### src/design/urrx_pkg.sv
// ----------------------------------------------------------------------------
// urrx_pkg
// Shared types, register indexes and constants for the UART register block
// with receive FIFO and service-request nodes.
// ----------------------------------------------------------------------------
package urrx_pkg;

    localparam int REG_WORDS = 64;
    localparam int REG_AW    = 6;
    localparam int RX_DEPTH_DEFAULT = 16;

    localparam logic [1:0] ACT_READ  = 2'd0;
    localparam logic [1:0] ACT_WRITE = 2'd1;
    localparam logic [1:0] ACT_RECV  = 2'd2;

    localparam logic [REG_AW-1:0] IDX_ID    = 6'h02;
    localparam logic [REG_AW-1:0] IDX_TBUF  = 6'h08;
    localparam logic [REG_AW-1:0] IDX_RBUF  = 6'h09;
    localparam logic [REG_AW-1:0] IDX_FSTAT = 6'h12;
    localparam logic [REG_AW-1:0] IDX_TSRC  = 6'h3C;
    localparam logic [REG_AW-1:0] IDX_TBSRC = 6'h3D;
    localparam logic [REG_AW-1:0] IDX_RSRC  = 6'h3E;
    localparam logic [REG_AW-1:0] IDX_ESRC  = 6'h3F;

    localparam logic [31:0] ID_WORD   = 32'h0048_C000;
    localparam logic [31:0] NODE_KEEP = 32'h0000_1FFF;
    localparam logic [31:0] NODE_PEND = 32'h0000_2000;
    localparam int NODE_EN_BIT  = 12;
    localparam int NODE_PEND_BIT = 13;
    localparam int NODE_CLR_BIT = 14;
    localparam int NODE_SET_BIT = 15;

    typedef enum logic {
        ST_IDLE,
        ST_EXEC
    } state_t;

    typedef struct packed {
        logic [1:0]  action;
        logic [7:0]  reg_offset;
        logic [31:0] write_data;
        logic [7:0]  rx_byte;
        logic        rx_last;
    } req_t;

    typedef struct packed {
        logic [31:0] read_data;
        logic        tx_valid;
        logic [7:0]  tx_byte;
        logic        irq_valid;
        logic [7:0]  irq_number;
    } rsp_t;

endpackage

### src/design/urrx_ram.sv
// ----------------------------------------------------------------------------
// urrx_ram
// Generic single-write, single-read RAM with a registered read port.
// ----------------------------------------------------------------------------
module urrx_ram #(
    parameter int WIDTH = 8,
    parameter int DEPTH = 16
) (
    input  logic                                       clk,
    input  logic                                       we,
    input  logic [((DEPTH > 1) ? $clog2(DEPTH) : 1)-1:0] waddr,
    input  logic [WIDTH-1:0]                           wdata,
    input  logic                                       re,
    input  logic [((DEPTH > 1) ? $clog2(DEPTH) : 1)-1:0] raddr,
    output logic [WIDTH-1:0]                           rdata
);

    logic [WIDTH-1:0] mem [DEPTH];
    logic [WIDTH-1:0] rdata_reg;

    always_ff @(posedge clk)
    begin
        if (we)
        begin
            mem[waddr] <= wdata;
        end
        if (re)
        begin
            rdata_reg <= mem[raddr];
        end
    end

    assign rdata = rdata_reg;

endmodule

### src/design/uart_regs_rx_fifo_service_requests.sv
// ----------------------------------------------------------------------------
// uart_regs_rx_fifo_service_requests
// UART register window with a receive FIFO and four service-request nodes.
//
//   channel   signals           transfer when
//   request   start, busy, req  start high and busy low at a rising edge
//   response  done, rsp         done high for one cycle, no back pressure
//
// For each item, the accept edge reads the register file and
// the FIFO store, and the following cycle modifies, writes back and loads
// the response, which shows on rsp with done in the next cycle while the
// block is already ready again. Busy covers the write-back cycle, so no
// read can meet a pending write to the same entry. After reset the register
// file reads its reset values through per-word valid flags.
// ----------------------------------------------------------------------------
module uart_regs_rx_fifo_service_requests
    import urrx_pkg::*;
#(
    parameter int RX_DEPTH = RX_DEPTH_DEFAULT
) (
    input  logic clk,
    input  logic rst_n,
    input  logic start,
    output logic busy,
    input  req_t req,
    output logic done,
    output rsp_t rsp
);

    localparam int PW = (RX_DEPTH > 1) ? $clog2(RX_DEPTH) : 1;
    localparam int CW = $clog2(RX_DEPTH + 1);

    state_t state_reg, state_next;
    logic   accept;
    logic   exec;

    req_t              req_reg;
    logic [REG_AW-1:0] rd_idx_reg;
    logic [REG_AW-1:0] rd_idx;
    logic [REG_AW-1:0] idx;
    logic [REG_WORDS-1:0] valid_reg;

    logic [PW-1:0] head_reg, head_next;
    logic [PW-1:0] tail_reg, tail_next;
    logic [CW-1:0] cnt_reg, cnt_next;

    logic              rf_we;
    logic [REG_AW-1:0] rf_waddr;
    logic [31:0]       rf_wdata;
    logic [31:0]       rf_q;
    logic [31:0]       old_word;
    logic [31:0]       raised;
    logic              pend;

    logic       rx_we;
    logic [7:0] rx_q;

    rsp_t rsp_reg, rsp_next;
    logic done_reg;

    assign accept = start && !busy;
    assign idx    = req_reg.reg_offset[7:2];

    always_comb
    begin
        state_next = state_reg;
        case (state_reg)
            ST_IDLE:
            begin
                if (start)
                begin
                    state_next = ST_EXEC;
                end
            end
            ST_EXEC:
            begin
                state_next = ST_IDLE;
            end
            default:
            begin
                state_next = ST_IDLE;
            end
        endcase
    end

    always_comb
    begin
        busy = 1'b0;
        exec = 1'b0;
        case (state_reg)
            ST_IDLE:
            begin
                busy = 1'b0;
            end
            ST_EXEC:
            begin
                busy = 1'b1;
                exec = 1'b1;
            end
            default:
            begin
                busy = 1'b0;
            end
        endcase
    end

    always_comb
    begin
        rd_idx = req.reg_offset[7:2];
        case (req.action)
            ACT_READ:
            begin
                if (req.reg_offset[7:2] == IDX_RBUF)
                begin
                    rd_idx = IDX_RSRC;
                end
            end
            ACT_WRITE:
            begin
                if (req.reg_offset[7:2] == IDX_TBUF)
                begin
                    rd_idx = IDX_TSRC;
                end
            end
            ACT_RECV:
            begin
                rd_idx = IDX_RSRC;
            end
            default:
            begin
                rd_idx = req.reg_offset[7:2];
            end
        endcase
    end

    urrx_ram #(
        .WIDTH (32),
        .DEPTH (REG_WORDS)
    ) u_regfile (
        .clk   (clk),
        .we    (rf_we),
        .waddr (rf_waddr),
        .wdata (rf_wdata),
        .re    (accept),
        .raddr (rd_idx),
        .rdata (rf_q)
    );

    urrx_ram #(
        .WIDTH (8),
        .DEPTH (RX_DEPTH)
    ) u_rxstore (
        .clk   (clk),
        .we    (rx_we),
        .waddr (tail_reg),
        .wdata (req_reg.rx_byte),
        .re    (accept),
        .raddr (head_reg),
        .rdata (rx_q)
    );

    always_comb
    begin
        if (valid_reg[rd_idx_reg])
        begin
            old_word = rf_q;
        end
        else if (rd_idx_reg == IDX_ID)
        begin
            old_word = ID_WORD;
        end
        else
        begin
            old_word = '0;
        end
    end

    assign raised = old_word | NODE_PEND;

    always_comb
    begin
        rf_we     = 1'b0;
        rf_waddr  = rd_idx_reg;
        rf_wdata  = old_word;
        rx_we     = 1'b0;
        head_next = head_reg;
        tail_next = tail_reg;
        cnt_next  = cnt_reg;
        rsp_next  = '0;
        pend      = old_word[NODE_PEND_BIT];
        case (req_reg.action)
            ACT_READ:
            begin
                if (idx == IDX_RBUF)
                begin
                    if (cnt_reg != '0)
                    begin
                        rsp_next.read_data = 32'(rx_q);
                        head_next = (head_reg == PW'(RX_DEPTH - 1)) ? '0 : head_reg + 1'b1;
                        cnt_next  = cnt_reg - 1'b1;
                    end
                    if (cnt_next == '0)
                    begin
                        rf_we    = 1'b1;
                        rf_wdata = old_word & ~NODE_PEND;
                    end
                end
                else if (idx == IDX_FSTAT)
                begin
                    rsp_next.read_data = 32'(cnt_reg) & 32'h0000_000F;
                end
                else
                begin
                    rsp_next.read_data = old_word;
                end
            end
            ACT_WRITE:
            begin
                if (idx == IDX_TBUF)
                begin
                    rsp_next.tx_valid = 1'b1;
                    rsp_next.tx_byte  = req_reg.write_data[7:0];
                    rf_we    = 1'b1;
                    rf_wdata = raised;
                    if (raised[NODE_EN_BIT] && (raised[7:0] != 8'd0))
                    begin
                        rsp_next.irq_valid  = 1'b1;
                        rsp_next.irq_number = raised[7:0];
                    end
                end
                else if (idx inside {IDX_TSRC, IDX_TBSRC, IDX_RSRC, IDX_ESRC})
                begin
                    if (req_reg.write_data[NODE_SET_BIT])
                    begin
                        pend = 1'b1;
                    end
                    if (req_reg.write_data[NODE_CLR_BIT])
                    begin
                        pend = 1'b0;
                    end
                    rf_we    = 1'b1;
                    rf_wdata = (req_reg.write_data & NODE_KEEP) | (pend ? NODE_PEND : '0);
                end
                else
                begin
                    rf_we    = 1'b1;
                    rf_waddr = idx;
                    rf_wdata = req_reg.write_data;
                end
            end
            ACT_RECV:
            begin
                if (cnt_reg < CW'(RX_DEPTH))
                begin
                    rx_we     = 1'b1;
                    tail_next = (tail_reg == PW'(RX_DEPTH - 1)) ? '0 : tail_reg + 1'b1;
                    cnt_next  = cnt_reg + 1'b1;
                end
                if (req_reg.rx_last)
                begin
                    rf_we    = 1'b1;
                    rf_wdata = raised;
                    if (raised[NODE_EN_BIT] && (raised[7:0] != 8'd0))
                    begin
                        rsp_next.irq_valid  = 1'b1;
                        rsp_next.irq_number = raised[7:0];
                    end
                end
            end
            default:
            begin
                rsp_next = '0;
            end
        endcase
        rf_we = rf_we && exec;
        rx_we = rx_we && exec;
    end

    always_ff @(posedge clk or negedge rst_n)
    begin
        if (!rst_n)
        begin
            state_reg <= ST_IDLE;
            valid_reg <= '0;
            head_reg  <= '0;
            tail_reg  <= '0;
            cnt_reg   <= '0;
            done_reg  <= 1'b0;
        end
        else
        begin
            state_reg <= state_next;
            done_reg  <= exec;
            if (rf_we)
            begin
                valid_reg[rf_waddr] <= 1'b1;
            end
            if (exec)
            begin
                head_reg <= head_next;
                tail_reg <= tail_next;
                cnt_reg  <= cnt_next;
            end
        end
    end

    always_ff @(posedge clk)
    begin
        if (accept)
        begin
            req_reg    <= req;
            rd_idx_reg <= rd_idx;
        end
        if (exec)
        begin
            rsp_reg <= rsp_next;
        end
    end

    assign done = done_reg;
    assign rsp  = rsp_reg;

    a_done_after_exec: assert property (@(posedge clk) disable iff (!rst_n)
        done |-> !busy)
        else $error("Response strobe while the block is busy.");

    a_accept_to_busy: assert property (@(posedge clk) disable iff (!rst_n)
        (start && !busy) |=> (busy ##1 done))
        else $error("Accepted transfer did not complete in two cycles.");

    a_count_bound: assert property (@(posedge clk) disable iff (!rst_n)
        cnt_reg <= CW'(RX_DEPTH))
        else $error("Receive FIFO count exceeds its depth.");

    a_tx_source: assert property (@(posedge clk) disable iff (!rst_n)
        (done && rsp.tx_valid) |-> (req_reg.action == ACT_WRITE && idx == IDX_TBUF))
        else $error("Transmit byte without a transmit-buffer write.");

endmodule

### config.mk
export PLATFORM = sky130hd
export DESIGN_NAME = uart_regs_rx_fifo_service_requests
export DESIGN_NICKNAME = d
export VERILOG_FILES = /design/src/design/urrx_pkg.sv /design/src/design/urrx_ram.sv /design/src/design/uart_regs_rx_fifo_service_requests.sv
export SDC_FILE = /design/constraint.sdc
export NUM_CORES = 2
export LEC_CHECK = 0
export BUFFER_PORTS_ARGS = -buffer_cell sky130_fd_sc_hd__buf_4
export CELL_PAD_IN_SITES_DETAIL_PLACEMENT = 1
export CELL_PAD_IN_SITES_GLOBAL_PLACEMENT = 2
export CORE_ASPECT_RATIO = 0.7
export CORE_MARGIN = 2
export CORE_UTILIZATION = 41
export CTS_CLUSTER_DIAMETER = 60
export CTS_CLUSTER_SIZE = 30
export DETAILED_ROUTE_END_ITERATION = 10
export PLACE_DENSITY = 0.73
export SLEW_MARGIN = 10
export SYNTH_ARGS = -nofsm -noshare
export SYNTH_HDL_FRONTEND = slang
export SYNTH_SLANG_ARGS = --single-unit
export TNS_END_PERCENT = 10
### constraint.sdc
create_clock -name clk -period 6.1 [get_ports clk]
set_input_delay 0.61 -clock clk [delete_from_list [all_inputs] [get_ports clk]]
set_output_delay 0.61 -clock clk [all_outputs]
set_load 0.02 [all_outputs]
; Word level (Yosys, flattened, before mapping)
; Memory sizes are Yosys's and may differ from the RTL's. A register that Yosys moved wholly into a read port is not among the register bits.
; Index checks and enable logic that the tools add are counted.
[op_classes]
n_addsub = 4
mux = 53
n_eq_ne = 18
bitwise = 3
n_lt_le_gt_ge = 4
n_reduce_logical = 17
[op_table]
columns = op, count
row1 = $mux 32, 5
row2 = $pmux 32 s3, 1
row3 = $or 64x64->64, 1
row4 = $mux 14, 4
row5 = $mux 6, 5
row6 = $mux 5, 5
row7 = $eq 6x4->1 const B, 4
row8 = $eq 6x6->1 const B, 4
row9 = $mux 23, 1
row10 = $mux 1, 18
row11 = $mux 18, 1
row12 = $mux 9, 2
row13 = $pmux 6 s3, 1
row14 = $pmux 9 s2, 1
row15 = $lt 6x7->1 const B, 2
row16 = $or 13x14->14, 1
row17 = $pmux 5 s2, 1
row18 = $add 4x1->4 const B, 2
row19 = $eq 4x4->1 const B, 2
row20 = $mux 4, 2
row21 = $mux 8, 1
row22 = $reduce_and 4->1, 2
row23 = $reduce_bool 8->1, 1
row24 = $bmux 1 s6, 1
row25 = other kinds (22), 31
[totals]
mem_bits_rw = 2176
regBits = 186
memories = 2
elab_cells = 118
[memory_table]
columns = name, words, width, rd, rd_clocked_by_memory_dff, wr, line
row1 = u_regfile.mem, 64, 32, 1, 1, 1, urrx_ram.sv:18  ; logic [WIDTH-1:0] mem [DEPTH];
row2 = u_rxstore.mem, 16, 8, 1, 1, 1, urrx_ram.sv:18

; Longest topological paths before layout
[logic_depth]
ltp_word = 13
ltp_mapped = 13
mapped_depth_nobuf = 9

; Cells and area by module
; Synthesis repeated with hierarchy kept, for this count alone.
[unflattened]
hier_cells = 4214
hier_area_um2 = 92545.0
[modules_own_cells]
columns = mod, cells_per_inst, area_each_um2, n_inst
row1 = urrx_ram at u_regfile, 3324, 78835.6, 1
row2 = uart_regs_rx_fifo_service_requests, 661, 8481.9, 1
row3 = urrx_ram at u_rxstore, 229, 5227.5, 1

; Worst setup path before layout
; OpenSTA, ideal clock, no wires.
[synth_timing]
path_kind = register to register
startpoint = register state_reg
endpoint = register state_reg
arrival_ns = 5.601
synth_period_minus_slack_ns = 6.162
setup_slack_ns = -0.062
stages_incl_launch_ff = 2
path_cell_list = dfrtp_1 > nor2b_1
[synth_via]
elab_chain_cells = 2
[synth_lines]
columns = element, line
row1 = start: declaration, uart_regs_rx_fifo_service_requests.sv:33  ; state_t state_reg, state_next;
row2 = start signal: assignment, uart_regs_rx_fifo_service_requests.sv:292  ; state_reg <= state_next;
row3 = $not 1->1, uart_regs_rx_fifo_service_requests.sv:67  ; case (state_reg)
row4 = $pmux 1 s2 *, uart_regs_rx_fifo_service_requests.sv:67
; Every way passes the cells marked *; elsewhere a longest branch is shown, timed or not.
; A chain may end at the register's enable or synchronous reset.

; Worst setup path after layout
[layout_timing]
startpoint = register cnt_reg[1]
endpoint = memory u_regfile.mem[16][1], enable pin
[layout_via]
elab_chain_cells = 11
word_cells_on_any_way = 12
[layout_lines]
columns = element, line
row1 = start: declaration, uart_regs_rx_fifo_service_requests.sv:45  ; logic [CW-1:0] cnt_reg, cnt_next;
row2 = start signal: assignment, uart_regs_rx_fifo_service_requests.sv:302  ; cnt_reg <= cnt_next;
row3 = $sub 5x1->5 or $reduce_bool 5->1 (tied branches), "uart_regs_rx_fifo_service_requests.sv:200, uart_regs_rx_fifo_service_requests.sv:196"
row4 = $mux 5 *, uart_regs_rx_fifo_service_requests.sv:196  ; if (cnt_reg != '0)
row5 = $mux 5 *, uart_regs_rx_fifo_service_requests.sv:194  ; if (idx == IDX_RBUF)
row6 = $mux 5 *, uart_regs_rx_fifo_service_requests.sv:191  ; case (req_reg.action)
row7 = $logic_not 5->1 *, uart_regs_rx_fifo_service_requests.sv:202  ; if (cnt_next == '0)
row8 = $mux 1 *, uart_regs_rx_fifo_service_requests.sv:202
row9 = $mux 1 *, uart_regs_rx_fifo_service_requests.sv:194
row10 = $pmux 1 s3 *, uart_regs_rx_fifo_service_requests.sv:191
row11 = $logic_and 1x1->1 *, uart_regs_rx_fifo_service_requests.sv:275  ; rf_we = rf_we && exec;
row12 = $mux 1 *, urrx_ram.sv:23  ; if (we)
row13 = $mux 1 (implied by the code) *, urrx_ram.sv:25  ; mem[waddr] <= wdata;
row14 = end: declaration, urrx_ram.sv:18
; Every way passes the cells marked *; elsewhere a longest branch is shown, timed or not. The select of a mux whose other input is x is not followed.

==> metrics.md <==
| Metric | Value |
|---|---|
| Outcome | completed |
| Min-Delay Path Depth | 1 |
| Hold EP | idx[3]$_DFFE_PP_ |
| Post-route ant nets | 0 |
| Max Root-Sink Buffers | 4 |
| Largest net degree at the start of global routing | 156 |
| CP arrival | between 5 and 6 ns |
| Die Area | around 230000 um2 |
| Top Ports | ~110 |
| Clock share of power | between 30% and 40% |
| Worst setup margin | approximately 1.3 ns |
| Reg2Reg Setup Slack | roughly 1.3 ns |
| GRT overflow | 0 |
| First-pass DRT Iterations | 6 |
| Worst rel slew slack | ~15% |
| Clock-pin slew on the worst setup and hold paths | 0.09 ns |
| Share of cells above drive strength 1 | 15.8% |
| Syn-to-layout area delta | 11.9% |
| Site row count | about 150 |
| Worst-skew pair later-pin latency | about 0.84 ns |
| PD cells | roughly 310 nW/um2 |
| Setup TNS Final | 0 ns |
| Setup crit end kind | register |
| Vias in the first global route | about 57k |
| WL/cell | 32.8 um |
| Crit-path slowest cell | nor3_2 |
| Worst Path Class, Setup | register to register |
| Max VDD drop | approximately 0.00028 V |
| CTS tree | yes |
| Synth Net Count | 5955 |
| Pleak | ~34 nW |
| Syn Std Cell Area | 94300 um2 |
| DP Wirelength | ~180 mm |
| First-pass GRT wire length | between 400 and 500 mm |
| Seq/Total Area, Yosys | approximately three quarters |
| Multi-input gate area | between 20000 and 25000 um2 |
| GP Congestion | approximately 0.83 |
| Switching part of the total | 24.8% |
| Max reg flops | about 2.0k |
| Pre-CTS setup slack | ~1.3 ns |
| Achievable Freq | roughly 210 MHz |
| Internal power | 24.2 mW |
| Total net switching power | 7.99 mW |
| Inst Count DP | between 8k and 9k |
| Period utilization | a little under 80% |
| #FFs+latches synth | between 2k and 2.5k |
| CP required | roughly 6.6 ns |
| Share of flip-flops with an asynchronous set or reset | ~3.3% |
| Tightest Pin Transition | between 1 and 1.5 ns |
| Clock root buffer master | clkbuf_16 |
| Hold wc startpoint | req[46] |
| CTS Buf Count | between 100 and 150 |
| Mapped Cells | ~5.9k |
| CP Max Fanout | 26 |
| Cell variety after synth | just over 80 |
| Minimum clock period after layout | around 4.8 ns |
| YS warnings | 0 |
| I/O Buffers | 103 |
| CTS Sinks | 2400 |
| Unrepaired setup endpoints after global routing | false |
| Routed WL | about 300 mm |
| Startpoint Class | register |
| Resize count post-CTS | 0 |
| Final Skew | 0.0474 ns |
| Ys flop type | edfxtp_1 |
| All-Layer GR Usage | between 20% and 30% |
| Starting DRT DRC Count | 7783 |
| CP peak stage delay | 0.88 ns |
| Fillers | roughly 22k |
| Post-CTS Repair Setup Buffers | 0 |
| Final nets | ~6.1k |
| Reg2Reg Depth | 11 |
| Final cell count without fillers | between 9k and 10k |
| Vias per cell | roughly 6.3 |
| Logic pwr share | about 8.6% |
| DR vias | approximately 58k |
| Final setup vio count | 0 |
| EDFF count, synth | roughly 2.3k |
| Hold Buf Count CTS | 47 |
| Final Hold Viols | 0 |
| Register area | 71700 um2 |
| Reg2reg start | cnt_reg[1]$_DFFE_PN0P_ |
| Final slew viol count | 0 |
| Clock H-tree levels | 4 |
| Cells along the critical path | inv_1, ha_1, nand2b_1, or3_1, o22ai_1, o2111ai_1, a21oi_1, nand2_2, buf_4, nor3_2, buf_12 |
| Core area | around 230000 um2 |
| Seq pwr share | ~58% |
| Drc violations | 0 |
| Initial antenna violation count | 7 |
| Starting Density | roughly two fifths |
| Hold Path Class | input port to register |
| Die Ht | about 400 um |
| Max-cap violation count | 0 |
| Worst r2r dst | u_regfile.mem[16][1]$_DFFE_PP_ |
| Syn_area_per_cell | between 15 and 20 um2 |
| Die Wd | a little under 600 um |
worst max-delay path by stage:
| stage | start | depth (start not counted) | slack, ns | endpoint |
|---|---|---|---|---|
| 3_5_place_dp | req[49] | 9 | 1.33 | u_regfile.rdata[6]$_DFFE_PP_ |
| 4_1_cts | cnt_reg[1]$_DFFE_PN0P_ | 11 | 1.47 | u_regfile.mem[16][1]$_DFFE_PP_ |
| 2_1_floorplan | state_reg$_DFF_PN0_ | 1 | 0.40 | state_reg$_DFF_PN0_ |
| 5_1_grt | cnt_reg[1]$_DFFE_PN0P_ | 11 | 1.10 | u_regfile.mem[16][1]$_DFFE_PP_ |
| 6_report | cnt_reg[1]$_DFFE_PN0P_ | 11 | 1.35 | u_regfile.mem[16][1]$_DFFE_PP_ |
| 3_3_place_gp | req[49] | 9 | 1.36 | u_regfile.rdata[6]$_DFFE_PP_ |
synthesized netlist by cell type, types with 24 or more instances:
cell type	number	share of area [%]
edfxtp_1	2321	74
nand2_1	497	2.0
a21oi_1	305	1.6
o22ai_1	272	1.8
clkbuf_1	270	1.1
o21ai_0	176	0.93
mux2i_1	140	1.5
o221ai_1	130	1.2
buf_2	129	0.68
nor3_1	112	0.59
a211oi_1	102	0.81
nor2_1	101	0.40
a31o_2	85	0.79
and3_1	81	0.54
dfrtp_1	79	2.1
a22oi_1	76	0.61
a31oi_1	75	0.50
mux4_2	68	1.6
a211o_1	61	0.57
nand3_1	60	0.32
o211ai_1	53	0.42
and2_1	52	0.35
nand2b_1	51	0.34
a21o_1	41	0.33
a222oi_1	41	0.44
o31ai_1	40	0.32
a22o_1	37	0.34
o2bb2ai_1	34	0.32
a311oi_1	31	0.29
a221o_1	29	0.31
buf_1	29	0.12
mux2_2	25	0.30
nor2b_1	24	0.16
nor4_1	24	0.16
critical path, delay by kind of cell, from the launching register on:
kind | cells | cell delay [ns]
buf+inv | 3 | 0.90
simple gates | 4 | 1.72
flops | 1 | 0.56
compound gates | 3 | 0.89
fa+ha+maj | 1 | 0.30
stage by stage:
step | total power, mW | hold WS [ns] | instance area, um2 | util, %
floorplan | 20.3 | 0.314 | 94300 | -
global placement | 21.5 | 0.444 | 100000 | 43.7
detailed placement | 21.6 | 0.452 | 100000 | 43.7
CTS | 32.3 | 0.0274 | 105000 | 46.0
global route | 33.0 | 0.0338 | 105000 | 46.1
finish | 32.2 | 0.0625 | 105000 | 46.1
power by group through the flow:
| stage | Combinational, mW | Clock (mW) | Sequential (mW) |
|---|---|---|---|
| after global placement | 2.62 | 0 | 18.9 |
| after detailed placement | 2.69 | 0 | 18.9 |
| after CTS | 2.73 | 11.0 | 18.5 |
| final | 2.75 | 10.9 | 18.5 |
| after floorplan | 1.52 | 0 | 18.8 |
| after global routing | 2.91 | 11.6 | 18.5 |
placed cells by master, fill, tap and decap left out, types with 76 or more instances in the layout:
cell type	Yosys	final
mux2i_1	140	140
edfxtp_1	2321	2321
a31o_2	85	85
o22ai_1	272	270
dfrtp_1	79	76
o21ai_0	176	168
nand2_1	497	495
a22oi_1	76	76
clkbuf_16	0	149
a21oi_1	305	304
o221ai_1	130	129
buf_4	7	359
and3_1	81	81
nor2_1	101	95
a211oi_1	102	101
logic make-up after synthesis:
kind of cell	Yosys count	synth area share, %
and+or+nand+nor	1044	5.17
buffers and inverters	478	2.25
DFF	2400	76.0
xor gates and xnor gates	3	0.0279
muxes	234	3.42
AOI/OAI and AO/OA	1720	13.0
adders and majority gates	11	0.146
cell type report:
| cell class | count | share of cell area (%) |
|---|---|---|
| Inverter | 25 | 0.125 |
| Clock buffer | 161 | 3.58 |
| Clock inverter | 88 | 0.951 |
| Tap cell | 3054 | 3.62 |
| Timing Repair Buffer | 438 | 3.60 |
| Sequential cell | 2400 | 68.0 |
| Antenna cell | 2 | 0.00475 |
| Multi-Input combinational cell | 3012 | 20.2 |
routing by layer:
| metal | vias to the layer above | GRT usage, % | share of wire (%) |
|---|---|---|---|
| li1 | 24100 | - | - |
| met2 | 2650 | 37.8 | 44 |
| met5 | - | 0 | 0 |
| met3 | 351 | 3.35 | 8.1 |
| met4 | 0 | 5.80 | 2.4 |
| met1 | 31000 | 39.3 | 45 |
No activity file was read; power rests on OpenSTA's default activity.
